`src/design/fxalu_queue.sv`:
```
// ----------------------------------------------------------------------------
// fxalu_queue: two-entry item queue between front and back
// Plain FIFO; the back drains one item per cycle whenever one is present.
// ----------------------------------------------------------------------------
module fxalu_queue #(
  parameter int DATA_BITS = 8
) (
  input  logic                 clk,
  input  logic                 rst_n,
  input  logic                 push,
  input  logic [DATA_BITS-1:0] din,
  input  logic                 pop,
  output logic [DATA_BITS-1:0] dout,
  output logic                 not_empty,
  output logic                 full
);
  logic [DATA_BITS-1:0] mem_r [0:1];
  logic                 wr_ptr_r, wr_ptr_nxt;
  logic                 rd_ptr_r, rd_ptr_nxt;
  logic [1:0]           cnt_r, cnt_nxt;
  logic                 do_pop;

  assign not_empty = (cnt_r != 2'd0);
  assign full      = (cnt_r == 2'd2);
  assign dout      = mem_r[rd_ptr_r];
  assign do_pop    = pop && not_empty;

  // pointer and count update
  always_comb begin
    wr_ptr_nxt = push   ? ~wr_ptr_r : wr_ptr_r;
    rd_ptr_nxt = do_pop ? ~rd_ptr_r : rd_ptr_r;
    cnt_nxt    = cnt_r + {1'b0, push} - {1'b0, do_pop};
  end

  always_ff @(posedge clk) begin
    if (!rst_n) begin
      wr_ptr_r <= 1'b0;
      rd_ptr_r <= 1'b0;
      cnt_r    <= 2'd0;
    end else begin
      wr_ptr_r <= wr_ptr_nxt;
      rd_ptr_r <= rd_ptr_nxt;
      cnt_r    <= cnt_nxt;
    end
  end

  // storage
  always_ff @(posedge clk) begin
    if (push) begin
      mem_r[wr_ptr_r] <= din;
    end
  end

endmodule

```
`config.mk`:
```
export PLATFORM = sky130hd
export DESIGN_NAME = fxalu_queue
export DESIGN_NICKNAME = d
export VERILOG_FILES = /design/src/design/fxalu_queue.sv
export SDC_FILE = /design/constraint.sdc
export NUM_CORES = 1
export LEC_CHECK = 0
export BUFFER_PORTS_ARGS = -buffer_cell sky130_fd_sc_hd__buf_2
export CAP_MARGIN = 10
export CORE_MARGIN = 4
export CORE_UTILIZATION = 42
export DETAILED_ROUTE_END_ITERATION = 16
export PLACE_DENSITY = 0.65
export SETUP_SLACK_MARGIN = 0.5
export SLEW_MARGIN = 20
export SYNTH_ARGS = -nofsm -noshare
export SYNTH_HDL_FRONTEND = slang
export SYNTH_SLANG_ARGS = --single-unit
export TNS_END_PERCENT = 100
```
`constraint.sdc`:
```
create_clock -name clk -period 1.4 [get_ports clk]
set_clock_uncertainty 0.05 [all_clocks]
set_input_delay 0.21 -clock clk [delete_from_list [all_inputs] [get_ports clk]]
set_output_delay 0.21 -clock clk [all_outputs]
set_load 0.05 [all_outputs]
```
==> results.yml <==
cells_and_area:
  fin_nets: 93
  n_antenna_cell: 0
  stdcell_count: 103
  area_growth_pct: 47.4
  layout_common_cells: "edfxtp_1, buf_6, buf_2"
  fill_cells: 136
  final_common_cell: "edfxtp_1"
  final_design_area_no_fill_mm2: 0.00121
  drive_above_1_share_pct: 65.4
synthesis:
  synth_top_cell_area_share_pct: 58.5
  ys_seq_area_share_pct: 70.7
  synth_area_leader_cell: "edfxtp_1"
  ys_seq_elements: 21
  syn_area_um2: 821
  synth_cells: 48
  avgSynthCellArea_um2: 17.1
  syn_nets: 62
  ys_warn_count: 0
  synth.distinct_cells: 15
  yosys-top-cells-area: "edfxtp_1, dfxtp_1, mux2_1"
power:
  p_seq_share_pct: 38.1
  swShare_pct: 34.9
  switchingPower_w: 0.000774
  power_density_mw_per_mm2: 1830
  internal_power_w: 0.00144
  clockPowerShare_pct: 12.6
  peakVddDrop_uv: 1210
  combPwrFrac_pct: 49.3
  power.leakage_nw: 0.496
  p_total_w: 0.00222
setup_path:
  cp_max_fo: 8
  critPathCaptureType: "primary output"
  cp_slowest_cell: "dfxtp_4"
  path_buf_inv: 1
  crit_required_ps: 1140
  crit_chain: "mux2_4 -> buf_6"
  cp_top_family: "flip-flops"
  worstPathArrival_ps: 1220
  path_class: "flip-flop to primary output"
  start_kind: "flip-flop"
  slowest_delay_ps: 460
floorplanning:
  initial_core_util_pct: 46.0
  fp.dieH_um: 52.2
  dieArea_mm2: 0.00273
  num_io_pins: 22
  fp.coreArea_mm2: 0.00178
  die_x_um: 52.2
  row_count: 15
sta:
  fin_ws_ps: -80.8
  finalSetupViolCount: 8
  fin_crit_sh_pct: 106
  hold_viol: 0
  rsz0062_at_grt: "true"
  period_needed_ps: 1480
  tightestPinTransition_ps: 173
  slew_violations: 0
  relSlewSlack_pct: 88.5
  fmax_mhz: 675
  fin_tns_setup_ps: -627
global_routing:
  grt_usage_pct: 10.3
  overflow: 0
  grt_max_degree: 13
  antenna_found_initial: 0
  grt_pass1_vias: 464
  grt_pass1_wl_um: 2020
clocking:
  cts_tree: "built"
  cts_sinks: 21
  cts_hold_buf: 0
  numCtsBuffers: 3
  cts.clk_slew.worst_paths_ps: 120
  root_buffer: "clkbuf_4"
  clock_latency_ps: 290
  cts_buffer_depth: 2
  htreeDepth: 1
run_status:
  violations: "setup timing"
  status: "finished, violations left"
place:
  gp_congestion: 0.694
  dp_cells: 94
  placed_area_mm2: 0.00104
  dp_hpwl_um: 868
  port_buffers: 21
detailed_routing:
  drt_iter0_markers: 6
  drcViolationCount: 0
  vias_per_cell: 4.61
  wl_um: 1280
  wl_per_cell_um: 12.4
  firstDrtPassIters: 4
  vias: 475
  ant_nets: 0
job:
  drv_cap: 0
min_path:
  hold_path_class: "input pin to flip-flop"
-- cell families after synthesis --
kind of cell | after synthesis | synth area share, %
adders and majority gates | 2 | 3.05
AOI/OAI and AO/OA | 2 | 1.98
DFF | 21 | 70.7
and+or+nand+nor | 9 | 6.55
xor gates and xnor gates | 1 | 2.74
buffers and inverters | 3 | 1.52
muxes | 10 | 13.4
-- synthesized netlist by cell type --
| cell | number |
|---|---|
| ha_1 | 2 |
| nand2_1 | 1 |
| o21a_1 | 1 |
| xnor3_1 | 1 |
| buf_2 | 1 |
| nor2b_1 | 4 |
| dfxtp_1 | 5 |
| nand2b_1 | 1 |
| inv_1 | 2 |
| o21a_2 | 1 |
| or2_1 | 1 |
| edfxtp_1 | 16 |
| mux2i_1 | 2 |
| mux2_1 | 8 |
| and2_1 | 2 |
-- cell type report --
cell class,instances,area [um2],share of cell area (%)
multi-input cells,25,323,26.7
clock buffers,3,22.5,1.86
flip-flops and latches,21,593,49.0
clock inverters,1,5.00,0.414
inverters,2,7.51,0.620
repair buffers,26,228,18.8
well taps,25,31.3,2.59
-- metrics by stage --
step	util [%]	setup WS [ps]	hold WS, ps
final	67.9	-80.8	47.3
after global routing	67.9	-139	29.9
after CTS	67.0	-94.6	40.1
after detailed placement	58.2	27.3	351
after global placement	58.2	41.1	349
after floorplan	-	51.4	259
-- final timing paths --
kind | from | to | slack [ps] | depth (start not counted)
setup reg to reg | cnt_r[0]$_SDFF_PN0_ | cnt_r[1]$_SDFF_PN0_ | 20 | 6
setup / recovery | flip-flop | dout[1] | -80 | 2
hold reg to reg | rd_ptr_r$_SDFFE_PN0P_ | flip-flop | 430 | 2
hold / removal | din[3] | mem_r[1][3]$_DFFE_PP_ | 50 | 1
-- power groups by stage --
stage | clock network, W | registers [W] | logic (W)
floorplan | 0 | 0.000805 | 0.000712
global placement | 0 | 0.000838 | 0.000809
detailed placement | 0 | 0.000840 | 0.000819
CTS | 0.000288 | 0.000845 | 0.00107
global route | 0.000315 | 0.000857 | 0.00116
finish | 0.000280 | 0.000843 | 0.00109
-- registers in the layout, indices dropped and copies added, names as in the netlist, named ones only --
name      cells
wr_ptr_r      1
cnt_r         2
rd_ptr_r      1
mem_r        16
-- repair_timing --
item | 4_1_cts | 5_1_grt
setup buffers | 3 | 1
endpoints found under the setup margin | 28 | 30
gates cloned | 1 | 0
gates resized for setup | 31 | 2
pin swaps | 4 | 0
-- metal layers --
| layer | vias to the layer above | track usage (%) | part of all wire [%] |
|---|---|---|---|
| met1 | 226 | 13.4 | 41 |
| met5 | - | 0 | 0 |
| met3 | 0 | 2.56 | 4.9 |
| met4 | 0 | 1.28 | 0 |
| li1 | 238 | - | - |
| met2 | 11 | 17.8 | 54 |
No activity file was read; power rests on OpenSTA's default activity.
