$ cat config.mk
export PLATFORM = sky130hd
export DESIGN_NAME = fxalu_front
export DESIGN_NICKNAME = d
export VERILOG_FILES = /design/src/design/fxalu_pkg.sv /design/src/design/fxalu_front.sv
export SDC_FILE = /design/constraint.sdc
export NUM_CORES = 1
export LEC_CHECK = 0
export BUFFER_PORTS_ARGS = -buffer_cell sky130_fd_sc_hd__buf_2
export CAP_MARGIN = 20
export CORE_AREA = 2 2 39 41
export DETAILED_ROUTE_END_ITERATION = 8
export DIE_AREA = 0 0 41 43
export GPL_TIMING_DRIVEN = 0
export PLACE_DENSITY = 0.33
export SLEW_MARGIN = 30
export SYNTH_ARGS = -nofsm -noshare
export SYNTH_HDL_FRONTEND = slang
export SYNTH_SLANG_ARGS = --single-unit
$ cat constraint.sdc
create_clock -name vclk -period 0.8
set_input_delay 0.16 -clock vclk [all_inputs]
set_output_delay 0.16 -clock vclk [all_outputs]
set_load 0.01 [all_outputs]
$ cat src/design/fxalu_pkg.sv
// ----------------------------------------------------------------------------
// fxalu_pkg: shared codes and types of the Q24.8 fixed-point ALU
// Operation codes, finish-path codes and the operation class record that
// the front hands to the back through the queue.
// ----------------------------------------------------------------------------
package fxalu_pkg;

  // operation codes
  localparam logic [3:0] MODE_ADD      = 4'd0;
  localparam logic [3:0] MODE_SUB      = 4'd1;
  localparam logic [3:0] MODE_MUL      = 4'd2;
  localparam logic [3:0] MODE_DIV      = 4'd3;
  localparam logic [3:0] MODE_GT       = 4'd4;
  localparam logic [3:0] MODE_LT       = 4'd5;
  localparam logic [3:0] MODE_GE       = 4'd6;
  localparam logic [3:0] MODE_LE       = 4'd7;
  localparam logic [3:0] MODE_EQ       = 4'd8;
  localparam logic [3:0] MODE_NE       = 4'd9;
  localparam logic [3:0] MODE_INC      = 4'd10;
  localparam logic [3:0] MODE_DEC      = 4'd11;
  localparam logic [3:0] MODE_MIN      = 4'd12;
  localparam logic [3:0] MODE_MAX      = 4'd13;
  localparam logic [3:0] MODE_TO_INT   = 4'd14;
  localparam logic [3:0] MODE_FROM_INT = 4'd15;

  // how the back finishes an item
  localparam logic [1:0] FIN_NONE = 2'd0;
  localparam logic [1:0] FIN_MUL  = 2'd1;
  localparam logic [1:0] FIN_DIV  = 2'd2;

  // operation class decided by the front
  typedef struct packed {
    logic addsub;
    logic mul;
    logic div;
    logic cmp;
    logic minmax;
    logic shr;
    logic shl;
  } op_class_t;

  localparam int CLS_BITS = $bits(op_class_t);

endpackage

$ cat src/design/fxalu_front.sv
// ----------------------------------------------------------------------------
// fxalu_front: item intake and classification
// Accepts an item when the queue has room and sorts the opcode into an
// operation class for the back.
// ----------------------------------------------------------------------------
module fxalu_front (
  input  logic                  start,
  input  logic                  q_full,
  input  logic [3:0]            in_mode,
  output logic                  busy,
  output logic                  push,
  output fxalu_pkg::op_class_t  cls
);
  import fxalu_pkg::*;

  assign busy = q_full;
  assign push = start && !q_full;

  // opcode decode
  always_comb begin
    cls = '0;
    case (in_mode) inside
      MODE_ADD, MODE_SUB, MODE_INC, MODE_DEC: cls.addsub = 1'b1;
      MODE_MUL:                               cls.mul    = 1'b1;
      MODE_DIV:                               cls.div    = 1'b1;
      [MODE_GT:MODE_NE]:                      cls.cmp    = 1'b1;
      MODE_MIN, MODE_MAX:                     cls.minmax = 1'b1;
      MODE_TO_INT:                            cls.shr    = 1'b1;
      MODE_FROM_INT:                          cls.shl    = 1'b1;
      default:                                cls        = '0;
    endcase
  end

endmodule

==> metrics.md, run 1 <==
| Metric | Value |
|---|---|
| Die Y-Extent | `approximately 43 um` |
| IO Count | `15` |
| Syn_area_per_cell | `~5.5 sq um` |
| Num rows | `14` |
| PwrDens | `474 nW/um^2` |
| Antenna Violating Nets Remaining | `0` |
| Register area | `0 sq um` |
| Status | `finished with violations` |
| Rel. slew slack | `approximately nine tenths` |
| Util after Layout | `approximately 16%` |
| Leak | `roughly 0.12 nW` |
| Critical path class | `in -> out` |
| Initial Util | `around 5.6%` |
| Global-route wire length before repair | `386 um` |
| Register area share after synthesis | `0%` |
| Worst Path Required | `approximately 0.64 ns` |
| Final setup violation count | `1` |
| Pre-antenna DRT Iters | `3` |
| Layout cells sized above 1 | `roughly 69%` |
| Setup ws final | `-0.00449 ns` |
| Area Growth Syn to Fin | `184%` |
| Sw Ratio | `~45%` |
| Crit. End Element | `output pin` |
| Logic pwr share | `100.0%` |
| Final period util | `101%` |
| Crit-path slowest cell | `buf_2` |
| Fmax | `roughly 1.2 GHz` |
| Syn. warnings | `0` |
| Number of max-cap violations | `0` |
| Routed vias/inst | `3.18` |
| ANT cells | `0` |
| Total track usage | `just under 3%` |
| Number of global-route vias before repair | `roughly 100` |
| Maximum vdd drop | `0.128 mV` |
| Clock power share | `0%` |
| CP max stage delay | `roughly 0.14 ns` |
| Worst Path Max Fanout | `5` |
| Critical Path AT | `around 0.64 ns` |
| RD Place Congestion | `approximately 0.57` |
| Largest net degree at the start of global routing | `7` |
| Post-Place Cells | `45` |
| Postcts setup bufs | `0` |
| Hold Vio Cnt, Final | `0` |
| Mapped Nets | `20` |
| DRC errors left | `0` |
| Worst Hold Class | `in -> out` |
| Seq cells | `0` |
| Switching Power | `approximately 0.047 mW` |
| Worst Setup Start Kind | `primary input` |
| Grt total ovfl | `0` |
| Minimum clock period | `0.804 ns` |
| Cell Int Power | `0.0578 mW` |
| Initial antenna violation count | `0` |
| Failing checks | `setup timing` |
| Drt total wl | `290 um` |
| Post-Syn Instances | `14` |
| Number of fillers in the final layout | `164` |
| Area taken by multi-input logic gates | `92.6 sq um` |
| Finished Layout Cells | `45` |
| Final Hold Slack | `roughly 0.57 ns` |
| Die ar. | `1760 sq um` |
| 1st-iter DRT viols | `1` |
| Mean routed wirelength per cell | `6.44 um` |
| Clock buffers | `0` |
| Synthesized area | `77.6 sq um` |
| RSZ-0062 raised after global routing | `true` |
| Final Max Tran Viols | `0` |
| Distinct cell type count after synthesis | `8` |
| Final nets | `37` |
| Tightest Pin Transition | `about 0.15 ns` |
| Die W | `about 41 um` |
| Vias | `143` |
| Reg power frac | `0%` |
| CP Cell Sequence | `buf_8, nand2b_4, mux2i_1, buf_2` |
| Core Area | `1380 sq um` |
| # hold bufs at CTS | `0` |
| PortBufs | `15` |
## stage by stage
step	setup TNS (ns)	setup slack, ns	power (mW)	cell area, sq um
floorplan	0	0.0802	0.0365	77.6
global placement	-0.220	-0.0936	0.0807	173
detailed placement	-0.207	-0.0929	0.0811	173
CTS	-0.103	-0.0506	0.101	211
global route	-0.112	-0.0420	0.115	220
finish	-0.00449	-0.00449	0.104	220
## layout by cell type, fill, tap and decap left out
master    count
nand2_2       1
buf_4         2
mux2i_1       1
nor3_1        1
nand2_1       1
buf_8         1
nor2_1        4
xor2_1        1
buf_6         2
nor3_2        1
nor2b_1       1
buf_2        11
nand2b_4      2
## layout make-up
| type | count | share of cell area [%] |
|---|---|---|
| Multi-Input combinational cell | 13 | 42.0 |
| Tap cell | 16 | 9.09 |
| Buffer | 1 | 3.41 |
| Timing Repair Buffer | 15 | 45.5 |
## worst max-delay path, delay by kind of cell
family	cells	cell delay (ns)
AND/OR/NAND/NOR	1	0.12
buffers and inverters	2	0.25
multiplexers	1	0.11
## kinds of logic after synthesis
group | synth area share (%)
buffers and inverters | 9.68
xor gates and xnor gates | 11.3
and+or+nand+nor | 66.1
muxes | 12.9
## worst paths after layout
check	startpoint	to	slack, ns	cells after the start
worst max-delay path	in_mode[1]	cls[3]	-0.004	4
worst min-delay path	q_full	push	0.57	3
## cell usage after synthesis
library cell,n,area share [%]
nand2_1,2,9.7
nand2b_1,2,16
mux2i_1,1,13
buf_4,1,9.7
nor2_1,4,19
nor3_1,2,13
xor2_1,1,11
nor2b_1,1,8.1
## metal layers
metal,track usage [%],wire length [um],up-vias
met5,0,0,-
met4,0,0,0
met3,0,35,0
met2,4.38,113,9
met1,4.75,142,58
li1,-,-,76
## what timing repair did
| item | 4_1_cts | 5_1_grt |
|---|---|---|
| gates resized for setup | 8 | 4 |
| setup endpoints to repair | 5 | 7 |
| pin swaps | 1 | 2 |
## power groups by stage
stage,Clock (mW),Sequential [mW],Combinational (mW)
floorplan,0,0,0.0365
global placement,0,0,0.0807
detailed placement,0,0,0.0811
CTS,0,0,0.101
global route,0,0,0.115
finish,0,0,0.104
No activity file was read; power rests on OpenSTA's default activity.
==> run 2, diff against run 1 <==
--- a/config.mk
+++ b/config.mk
@@ -5,13 +5,14 @@
 export SDC_FILE = /design/constraint.sdc
 export NUM_CORES = 1
 export LEC_CHECK = 0
-export BUFFER_PORTS_ARGS = -buffer_cell sky130_fd_sc_hd__buf_2
 export CAP_MARGIN = 20
 export CORE_AREA = 2 2 39 41
 export DETAILED_ROUTE_END_ITERATION = 8
 export DIE_AREA = 0 0 41 43
+export DONT_BUFFER_PORTS = 1
 export GPL_TIMING_DRIVEN = 0
-export PLACE_DENSITY = 0.33
+export PLACE_DENSITY = 0.3
+export SKIP_LAST_GASP = 1
 export SLEW_MARGIN = 30
 export SYNTH_ARGS = -nofsm -noshare
 export SYNTH_HDL_FRONTEND = slang
==> constraint.sdc (replaced) <==
create_clock -name vclk -period 0.88
set_input_delay 0.176 -clock vclk [all_inputs]
set_output_delay 0.176 -clock vclk [all_outputs]
set_load 0.01 [all_outputs]
==> run 2 against run 1 <==
Effect of this change: critical endpoint is now cls[5]; power is 66% lower; sequential cell count stayed put; first-iteration DRC count is 100% higher; cell area is 56% lower; the flow now finishes without violations.
==> metrics.md, run 2 (same netlist as run 1, synthesis figures left out) <==
| Metric | Value |
|---|---|
| Num rows | `14 (unchanged)` |
| Final setup violation count | `0 (was 1)` |
| Number of global-route vias before repair | `75 (was 101)` |
| 1st-iter DRT viols | `2 (was 1)` |
| Final period util | `between 90% and 100%` |
| Commonest non-fill, non-tap cell in the layout | `nor2_1 (was buf_2)` |
| Final nets | `22 (was 37)` |
| Area Growth Syn to Fin | `25.8% (was 184%)` |
| Drt total wl | `246 um (was 290 um)` |
| IO Count | `15 (unchanged)` |
| Die W | `41 um (unchanged)` |
| RD Place Congestion | `0.510 (was 0.567)` |
| Clock buffers | `0 (unchanged)` |
| Design Power | `0.0355 mW (was 0.104 mW)` |
| Worst Setup Start Kind | `primary input (unchanged)` |
| Total track usage | `2.70% (was 2.90%)` |
| Critical path class | `in -> out (unchanged)` |
| Crit. End Element | `output pin (unchanged)` |
| Initial Util | `5.61% (unchanged)` |
| CP startpoint | `in_mode[0] (was in_mode[1])` |
| Hold Vio Cnt, Final | `0 (unchanged)` |
| Pre-antenna DRT Iters | `2 (was 3)` |
| Fmax | `1.24 GHz` |
| Crit path max-delay family | `simple AND/OR/NAND/NOR gates (was buffers and inverters)` |
| Routed vias/inst | `2.97 (was 3.18)` |
| DRC errors left | `0 (unchanged)` |
| Register area | `0 sq um (unchanged)` |
| Antenna Violating Nets Remaining | `0 (unchanged)` |
| Mean routed wirelength per cell | `8.20 um (was 6.44 um)` |
| Placed inst area | `97.6 sq um (was 173 sq um)` |
| Design area | `97.6 sq um (was 220 sq um)` |
| Tightest Pin Transition | `0.393 ns (was 0.147 ns)` |
| Crit-path slowest cell | `nor3_1 (was buf_2)` |
| Hold_sp | `q_full (unchanged)` |
| PwrDens | `363 nW/um^2 (was 474 nW/um^2)` |
| Minimum clock period | `around 0.81 ns` |
| Die Y-Extent | `43 um (unchanged)` |
| Seq cells | `0 (unchanged)` |
| Status | `complete, no violations (was finished with violations)` |
| Largest net degree at the start of global routing | `7 (unchanged)` |
| Final Max Tran Viols | `0 (unchanged)` |
| Number of max-cap violations | `0 (unchanged)` |
| Core Area | `1380 sq um (unchanged)` |
| Post_cts resized | `0 (was 8)` |
| Worst Hold Class | `in -> out (unchanged)` |
| ANT cells | `0 (unchanged)` |
| Grt total ovfl | `0 (unchanged)` |
| Vias | `89 (was 143)` |
| Setup TNS | `0 ns (was -0.00449 ns)` |
| Most frequent cells in the layout | `nor2_1, nand2_1, nand2b_1, nor3_1 (was buf_2, nor2_1, nand2b_4, buf_4, buf_6)` |
| CP Cell Sequence | `nand2b_1, nor3_1 (was buf_8, nand2b_4, mux2i_1, buf_2)` |
| Worst path bufs/invs | `0 (was 2)` |
| Postcts setup bufs | `0 (unchanged)` |
| Die ar. | `1760 sq um (unchanged)` |
| Layout cells sized above 1 | `7.14% (was 69.0%)` |
| Global-route wire length before repair | `310 um (was 386 um)` |
| Leak | `0.0350 nW (was 0.125 nW)` |
| PortBufs | `0 (was 15)` |
| Critical Path AT | `0.63 ns (was 0.64 ns)` |
| RSZ-0062 raised after global routing | `false (was true)` |
| Worst Path Max Fanout | `2 (was 5)` |
| Initial antenna violation count | `0 (unchanged)` |
| Worst Path Required | `0.70 ns (was 0.64 ns)` |
| # hold bufs at CTS | `0 (unchanged)` |
| Maximum vdd drop | `0.0592 mV (was 0.128 mV)` |
| CP max stage delay | `0.32 ns (was 0.14 ns)` |
| Rel. slew slack | `73.6% (was 90.1%)` |
[run 2: cell count changes in the layout (fill, tap and decap cells not counted), sizes merged]
cell	before	now
buf	16	1
[run 2: power by group]
group / total [mW] / switching [mW] / internal [mW]
Combinational: 0.0355 / 0.0211 / 0.0143
Clock: 0 / 0 / 0
Sequential: 0 / 0 / 0
Total: 0.0355 / 0.0211 / 0.0143
[run 2: worst paths after layout]
| path | cells past startpoint | slack (ns) | end |
|---|---|---|---|
| max | 2 | 0.07 | cls[5] |
| min | 1 | 0.40 | push |
[run 2: layout make-up]
cell class	instances	area [sq um]
Fill cell	161	1290
Multi-Input combinational cell	13	70.1
Tap cell	16	20.0
Buffer	1	7.51
[run 2: routing by layer]
metal / wire, um / share of wire [%] / GRT usage, %
met5: 0 / 0 / 0
met4: 0 / 0 / 0
met3: 67 / 27 / 2.09
met2: 86 / 35 / 4.06
met1: 91 / 37 / 3.16
[run 2: stage by stage]
step / setup slack (ns) / utilization (%) / hold WS [ns] / std cells
floorplan: 0.128 / - / 0.398 / 14
global placement: 0.0365 / 7.05 / 0.402 / 30
detailed placement: 0.0379 / 7.05 / 0.400 / 30
CTS: 0.0378 / 7.05 / 0.400 / 30
global route: 0.0366 / 7.05 / 0.402 / 30
finish: 0.0705 / 7.05 / 0.400 / 30
